**src/rtl/bps_queue.sv**
```systemverilog
// two-entry queue between the classifier and the execution unit
// depends on: nothing
module bps_queue #(
    parameter int WIDTH = 64
) (
    input  logic             clk,
    input  logic             rst_n,
    input  logic             push,
    input  logic [WIDTH-1:0] din,
    input  logic             pop,
    output logic             full,
    output logic             valid,
    output logic [WIDTH-1:0] dout
);

    logic [WIDTH-1:0] slot_reg [2];
    logic             wr_ptr_reg, wr_ptr_next;
    logic             rd_ptr_reg, rd_ptr_next;
    logic [1:0]       count_reg, count_next;

    assign full  = (count_reg == 2'd2);
    assign valid = (count_reg != 2'd0);
    assign dout  = slot_reg[rd_ptr_reg];

    always_comb
    begin
        wr_ptr_next = wr_ptr_reg ^ push;
        rd_ptr_next = rd_ptr_reg ^ pop;
        count_next  = count_reg + {1'b0, push} - {1'b0, pop};
    end

    always_ff @(posedge clk or negedge rst_n)
    begin
        if (!rst_n)
        begin
            wr_ptr_reg <= 1'b0;
            rd_ptr_reg <= 1'b0;
            count_reg  <= 2'd0;
        end
        else
        begin
            wr_ptr_reg <= wr_ptr_next;
            rd_ptr_reg <= rd_ptr_next;
            count_reg  <= count_next;
        end
    end

    always_ff @(posedge clk)
    begin
        if (push)
        begin
            slot_reg[wr_ptr_reg] <= din;
        end
    end

endmodule

```
**config.mk**
```make
export PLATFORM = sky130hd
export DESIGN_NAME = bps_queue
export DESIGN_NICKNAME = d
export VERILOG_FILES = /design/src/rtl/bps_queue.sv
export SDC_FILE = /design/constraint.sdc
export NUM_CORES = 1
export LEC_CHECK = 0
export BUFFER_PORTS_ARGS = -buffer_cell sky130_fd_sc_hd__buf_2
export CAP_MARGIN = 20
export CELL_PAD_IN_SITES_DETAIL_PLACEMENT = 0
export CELL_PAD_IN_SITES_GLOBAL_PLACEMENT = 1
export CORE_UTILIZATION = 40
export DETAILED_ROUTE_END_ITERATION = 10
export PLACE_DENSITY = 0.87
export SYNTH_ARGS = -nofsm -noshare
export SYNTH_HDL_FRONTEND = slang
export SYNTH_SLANG_ARGS = --single-unit
```
**constraint.sdc**
```tcl
create_clock -name clk -period 2.2 [get_ports clk]
set_input_delay 0.33 -clock clk [delete_from_list [all_inputs] [get_ports clk]]
set_output_delay 0.33 -clock clk [all_outputs]
set_load 0.005 [all_outputs]
```
==> key figures <==
Outcome
  • Outcome: complete, no violations

Power
  • Maximum vdd drop: 0.000663 V
  • Cell Pwr Density: 1350 nW/um2
  • Leak: 2.67 nW

Timing
  • Post-route minimum period: 2.07 ns
  • Fin. max-slew vios: 0
  • TNS Setup: 0 ns
  • Skew final: 0.00516 ns
  • Part of the cycle the worst path needs: 94.2%
  • Final Setup Violations: 0
  • Tightest Pin Transition: 0.321 ns
  • Fmax: 483 MHz
  • Worst Hold Slack: 0.108 ns
  • Max_slew headroom: 78.6%
  • Final hold vios: 0
  • Unrepaired setup endpoints after global routing: false

Synthesis
  • Leading area contributor after synthesis: edfxtp_1
  • Seq cells post-synth: 132
  • Sequential share of the synthesized area: 78.3%
  • Warnings, synthesis: 0
  • Synthesized cell area: 5030 um2
  • Syn_nets: 287
  • Synth top area share: 76.3%
  • Avg Cell Area, Syn: 23.4 um2
  • Mapped Cells: 215
  • Ranking of synthesized cells by area: edfxtp_1 (76%), mux2_4 (15%), mux2_2 (3.1%)
  • Synth cell types: 12

Drt
  • Vias per cell: 4.49
  • Residual DRC: 0
  • Post-DRT Antenna Nets: 0
  • DR WL/cell: 15.6 um
  • Vias: 2459
  • Routed WL: 8520 um
  • DRT iter0 DRCs: 148
  • TritonRoute pass-1 iters: 4

GRT
  • Global-route wire length before repair: 12900 um
  • Vias in the first global route: 2558
  • Largest net degree at the start of global routing: 46
  • Gr usage total: 14.1%
  • Total gr overflow: 0
  • Initial antenna violation count: 1

CTS
  • CTS buffer count: 17
  • Clock Tree Buf Depth: 2
  • Clock transition at path regs: 0.05 ns
  • H-tree depth: 4
  • # resized after CTS: 0
  • Buffer type at the clock tree root: clkbuf_16
  • Sink Count: 132
  • CTS tree: built
  • Clk Latency, worst-skew pair: 0.41 ns

Die
  • Rows: 40
  • Core Box Area: 12200 um2
  • Initial Util: 41.4%
  • Top-level I/O count: 134
  • Full die area: 13000 um2
  • Die extent in x: 114 um
  • Die height: 114 um

Final layout
  • Antenna diodes: 0
  • Area grow syn2layout: 31.3%
  • Layout cells sized above 1: 61.3%
  • Fillers: 943
  • Final net count: 439
  • Max FFs per register: 128
  • Util after Layout: 54.3%
  • Most frequent cells in the layout: buf_2 (133), edfxtp_1 (128), mux2_4 (50)
  • Most common cell after layout, fill and taps aside: buf_2
  • Multi-input logic area: 1030 um2
  • Design area: 6610 um2
  • FF/Latch Area: 3950 um2

Placement
  • HPWL after DPL: 5530 um
  • Gpl congestion: 0.649
  • Placed instance area: 5940 um2
  • Port bufs: 133

Worst setup path
  • Crit-path max FO: 14
  • CP arrival: 1.74 ns
  • Crit path required time: 1.87 ns
  • Critical path class: reg -> out
  • Worst reg2reg setup slack: 0.72 ns
  • Reg2Reg Depth: 3
  • Type of origin of the critical path: register
  • CP endpoint kind: primary output

Run
  • MaxCap Viol Count: 0

Worst hold path
  • Worst min-delay path class: in -> reg
  • Worst hold path stage count: 1
==> area by class of cell <==
cell class | count | area share, %
Tap cell | 168 | 3.18
Clock inverter | 12 | 3.16
Multi-Input combinational cell | 72 | 15.6
Inverter | 4 | 0.227
Sequential cell | 132 | 59.7
Clock buffer | 20 | 6.61
Timing Repair Buffer | 140 | 11.5
==> synth_stat cells (all sizes together) <==
master  number
xor2         1
buf          7
dfrtp        4
ha           4
or2          1
nor2b        1
mux2        64
inv          4
xor3         1
edfxtp     128
==> stage by stage <==
step	instances	power (W)	setup WS, ns
after floorplan	215	0.00509	0.480
after global placement	514	0.00586	0.403
after detailed placement	514	0.00593	0.387
after CTS	548	0.00905	0.0662
after global routing	548	0.00935	0.0298
final	548	0.00892	0.128
==> final timing paths <==
path	to	from
max in group asynchronous	rd_ptr_reg	rst_n
worst max-delay path	dout[38]	rd_ptr_reg
worst min-delay path	slot_reg[1][54]	din[54]
worst min register to register	count_reg[1]	count_reg[1]
worst max register to register	slot_reg[0][41]	wr_ptr_reg
min in group asynchronous	count_reg[0]	rst_n
==> routing by layer <==
layer  up-vias  wire (um)  global-route usage (%)
li1       1156          -                       -
met1      1195       3540                    15.3
met2        95       4290                    23.2
met3        11        559                    6.41
met4         2        122                    7.10
met5         -         18                       0
==> where the power goes <==
part	total, W	switching, W	internal (W)	leakage, nW
clock	0.00305	0.000948	0.00211	0.311
sequential	0.00353	0.000182	0.00335	1.25
combinational	0.00233	0.000992	0.00134	1.11
total	0.00892	0.00212	0.00679	2.67
==> critical path, cell delays in order (launching register included) <==
cell and delay [ns]:
dfrtp_4 0.56, buf_4 0.32, mux2_4 0.33, buf_2 0.13
==> cells by family after synthesis <==
| family | synth area share, % |
|---|---|
| DFF | 78.3 |
| xor gates and xnor gates | 0.646 |
| and+or+nand+nor | 0.249 |
| adders and majority gates | 0.994 |
| buffers and inverters | 1.74 |
| muxes | 18.0 |
==> what timing repair did <==
action,CTS,global route
buffers inserted,1,0
setup endpoints to repair,26,0
hold buffers,1,0
hold endpoints to repair,4,0
Power figures use the tool's default switching activity.
