==> config.mk <==
export PLATFORM = sky130hd
export DESIGN_NAME = bps_front
export DESIGN_NICKNAME = d
export VERILOG_FILES = /design/src/rtl/bps_pkg.sv /design/src/rtl/bps_front.sv
export SDC_FILE = /design/constraint.sdc
export NUM_CORES = 1
export LEC_CHECK = 0
export BUFFER_PORTS_ARGS = -buffer_cell sky130_fd_sc_hd__buf_2
export CAP_MARGIN = 20
export CORE_MARGIN = 1
export CORE_UTILIZATION = 40
export DETAILED_ROUTE_END_ITERATION = 8
export PLACE_DENSITY_LB_ADDON = 0.15
export RECOVER_POWER = 50
export SETUP_SLACK_MARGIN = 0.05
export SLEW_MARGIN = 15
export SYNTH_ARGS = -nofsm -noshare
export SYNTH_HDL_FRONTEND = slang
export SYNTH_SLANG_ARGS = --single-unit
==> constraint.sdc <==
create_clock -name vclk -period 10.39
set_input_delay 0.5195 -clock vclk [all_inputs]
set_output_delay 0.5195 -clock vclk [all_outputs]
set_load 0.05 [all_outputs]
==> src/rtl/bps_pkg.sv <==
// shared types, codes and constants of the bilinear sampler
// depends on: nothing
package bps_pkg;

    localparam int DIM_W   = 9;   // width of the size registers
    localparam int CRD_W   = 21;  // signed integer coordinate width
    localparam int KIND_W  = 3;
    localparam int MAX_WIDTH_DEF  = 256;
    localparam int MAX_HEIGHT_DEF = 256;
    localparam int FRAC_BITS_DEF  = 8;

    localparam logic [1:0] REG_WIDTH  = 2'd0;
    localparam logic [1:0] REG_HEIGHT = 2'd1;
    localparam logic [1:0] REG_FORMAT = 2'd2;

    localparam logic [1:0] CMD_WRITE  = 2'd0;
    localparam logic [1:0] CMD_READ   = 2'd1;
    localparam logic [1:0] CMD_SAMPLE = 2'd2;

    typedef enum logic [KIND_W-1:0] {
        K_WRITE,
        K_READ,
        K_SAMPLE,
        K_BAD,
        K_ZERO
    } kind_t;

    typedef enum logic [2:0] {
        S_IDLE,
        S_RD,
        S_FETCH,
        S_DRAIN,
        S_DIV,
        S_OUT
    } state_t;

endpackage

==> src/rtl/bps_front.sv <==
// command classifier: range checks, base address and neighbour mask
// depends on: bps_pkg
module bps_front #(
    parameter int ADDR_W    = 16,
    parameter int FRAC_BITS = 8
) (
    input  logic                        in_valid,
    output logic                        in_ready,
    input  logic [1:0]                  cmd,
    input  logic [7:0]                  pixel_x,
    input  logic [7:0]                  pixel_y,
    input  logic [7:0]                  red_in,
    input  logic [7:0]                  green_in,
    input  logic [7:0]                  blue_in,
    input  logic [7:0]                  alpha_in,
    input  logic signed [19:0]          sample_x,
    input  logic signed [19:0]          sample_y,
    input  logic [bps_pkg::DIM_W-1:0]   eff_w,
    input  logic [bps_pkg::DIM_W-1:0]   eff_h,
    input  logic                        fmt,
    input  logic                        q_full,
    output logic                        push,
    output bps_pkg::kind_t              kind,
    output logic [ADDR_W-1:0]           addr,
    output logic [3:0]                  inr,
    output logic [FRAC_BITS-1:0]        fx,
    output logic [FRAC_BITS-1:0]        fy,
    output logic [31:0]                 wdata
);
    import bps_pkg::*;

    logic signed [CRD_W-1:0] sx, sy, ix, iy, ix1, iy1, wlim, hlim;
    logic                    is_rw, xin0, xin1, yin0, yin1, empty;
    logic [ADDR_W-1:0]       ix_a, iy_a, w_a;

    assign in_ready = !q_full;
    assign push     = in_valid && !q_full;

    always_comb
    begin
        sx    = CRD_W'(sample_x);
        sy    = CRD_W'(sample_y);
        is_rw = (cmd == CMD_WRITE) || (cmd == CMD_READ);
        ix    = is_rw ? signed'(CRD_W'(pixel_x)) : (sx >>> FRAC_BITS);
        iy    = is_rw ? signed'(CRD_W'(pixel_y)) : (sy >>> FRAC_BITS);
        ix1   = ix + CRD_W'(1);
        iy1   = iy + CRD_W'(1);
        wlim  = signed'(CRD_W'(eff_w));
        hlim  = signed'(CRD_W'(eff_h));
        xin0  = !ix[CRD_W-1]  && (ix  < wlim);
        xin1  = !ix1[CRD_W-1] && (ix1 < wlim);
        yin0  = !iy[CRD_W-1]  && (iy  < hlim);
        yin1  = !iy1[CRD_W-1] && (iy1 < hlim);
        empty = (eff_w == '0) || (eff_h == '0);
        inr   = {xin1 && yin1, xin0 && yin1, xin1 && yin0, xin0 && yin0};

        // modular base address, exact wherever the pixel lies inside
        ix_a  = ADDR_W'(ix);
        iy_a  = ADDR_W'(iy);
        w_a   = ADDR_W'(eff_w);
        addr  = iy_a * w_a + ix_a;

        fx    = sample_x[FRAC_BITS-1:0];
        fy    = sample_y[FRAC_BITS-1:0];
        wdata = fmt ? {alpha_in, blue_in, green_in, red_in} : {24'd0, red_in};

        unique case (cmd)
            CMD_WRITE:  kind = (xin0 && yin0) ? K_WRITE : K_BAD;
            CMD_READ:   kind = (xin0 && yin0) ? K_READ : K_BAD;
            CMD_SAMPLE: kind = empty ? K_ZERO : K_SAMPLE;
            default:    kind = K_ZERO;
        endcase
    end

endmodule

==> impl_results.md <==
* Status: completed
* Total global-route track usage at 21.4%
* Post_cts resized at 0
* Leak at 3.22 nW
* Final period util at 69.6%
* Fmax at 138 MHz
* Drt total wl at 13800 um
* Via density at 5.05
* Core Util, Final at 46.1%
* Synth cell types at 62
* Width of the die at 117 um
* Num rows at 41
* Hold Vio Cnt, Final at 0
* CTS Hold Bufs at 0
* Core ar. at 12800 um^2
* Fillers at 1331
* Syn Area/Cell at 8.09 um^2
* Antenna viol nets, final at 0
* GRT Residual Overflow at 0
* Layout cells sized above 1 at 19.8%
* Post-Syn Area at 5300 um^2
* DR iter-0 viols at 244
* Register area share after synthesis at 0%
* Min Tclk post-route at 7240 ps
* Critical Path RT at 9870 ps
* Setup violators final at 0
* Slew margin rel. at 37.2%
* DIE AREA at 13700 um^2
* Area Overhead vs Synth at 11.1%
* Initial core utilization at 41.5%
* Post-DR wirelength/cell at 15.0 um
* Total power at 0.00190 W
* I/O pin cnt at 184
* VDD IR max at 355 uV
* Arrival @ worst endpoint at 6720 ps
* RSZ-0062 raised after global routing: no
* DIE HEIGHT at 117 um
* Layout net count at 1006
* Vias at 4659
* N_diodes at 0
* Setup Crit Path Kind: in -> out
* Vias in the first global route at 4611
* Synthesized net count at 908
* Max-cap violations at 0
* Placer Congestion at 0.883
* First-pass GRT wire length at 22700 um
* Placed cell area at 5900 um^2
* CP endpoint kind: output port
* Slew Limit Fails at 0
* Hpwl dp at 12100 um
* FF+latch area at 0 um^2
* Element type at the critical path start: primary input
* Initial antenna violation count at 0
* Iteration count of the initial detailed-routing pass at 6
* Multi-input gate area at 4540 um^2
* Yosys warnings at 0
* Hold Crit Class: in -> out
* Setup ws final at 3150 ps
* Setup TNS Final at 0 ps
* CLK BUF at 0
* Commonest non-fill, non-tap cell in the layout: buf_2
* Worst slack at placement at 3190 ps
* Cells after Synth at 655
* Worst-path maximum fanout at 57
* Post-route cell area at 5890 um^2
* DRC viols at 0
* Pwr/cell area at 323 nW/um^2
* Actual slew at the worst max-slew pin at 915 ps
* Post-CTS setup buffer count at 0
* Number of port buffers at 136
* Largest net degree at the start of global routing at 58
* Seq_cells at 0
* Commonest non-fill, non-tap cells in the layout: buf_2 (124), inv_1 (119), fa_1 (77)
[worst paths after layout]
kind                     from  endpoint  slack, ps  cells after the start
setup / recovery       cmd[1]  addr[14]       3150                     21
hold / removal    sample_x[5]     fx[5]       1040                      0
[synth_stat cells (11+ instances only)]
| library cell | instances | area (um^2) |
|---|---|---|
| a21o_1 | 11 | 82.6 |
| a21oi_1 | 19 | 95.1 |
| and2_1 | 29 | 181 |
| buf_4 | 24 | 180 |
| fa_1 | 77 | 1540 |
| ha_1 | 65 | 813 |
| inv_1 | 119 | 447 |
| nand2_1 | 64 | 240 |
| nand3_1 | 18 | 90.1 |
| nor2_1 | 62 | 233 |
| o21ai_0 | 16 | 80.1 |
| xnor2_1 | 24 | 210 |
[through the flow]
stage	hold slack [ps]	instances
after floorplan	1210	655
after global placement	1040	923
after detailed placement	1040	923
after CTS	1040	923
after global routing	1040	923
final	1040	923
[metal layers]
layer  routed length (um)  global-route usage (%)
met1                 5720                    27.2
met2                 7420                    41.8
met3                  547                   0.463
met4                  124                    1.60
met5                    0                       0
[cell type report]
class | count | share of cell area (%)
tap | 172 | 3.66
timing repair buffer | 137 | 11.4
multi-input combinational | 493 | 77.2
inverter | 121 | 7.72
[report_power, final]
group / total (W) / switching (W) / leakage, nW / internal (W)
sequential: 0 / 0 / 0 / 0
clock: 0 / 0 / 0 / 0
combinational: 0.00190 / 0.00131 / 3.22 / 0.000592
[worst max-delay path, stage by stage]
cell and delay [ps]:
buf_2 70, buf_4 540, mux2i_1 840, nor2_1 140, fa_1 490, fa_1 540
inv_1 50, fa_1 470, inv_1 50, fa_1 520, inv_1 50, fa_1 520
inv_1 40, ha_1 330, nand2_1 90, nor4b_1 420, o41a_1 250, o21ai_0 100
o21ai_0 220, xor2_1 160, buf_2 280
[logic make-up (layout without fill, tap and decap cells)]
kind of cell | Yosys count | after routing | synth area share (%)
adder cells (fa/ha/maj) | 142 | 142 | 44.4
multiplexers | 19 | 19 | 4.61
buffers and inverters | 162 | 258 | 14.2
AND/OR/NAND/NOR | 216 | 216 | 19.9
XOR/XNOR | 35 | 35 | 6.45
AO/OA/AOI/OAI | 81 | 81 | 10.4
No activity file was read; power rests on OpenSTA's default activity.
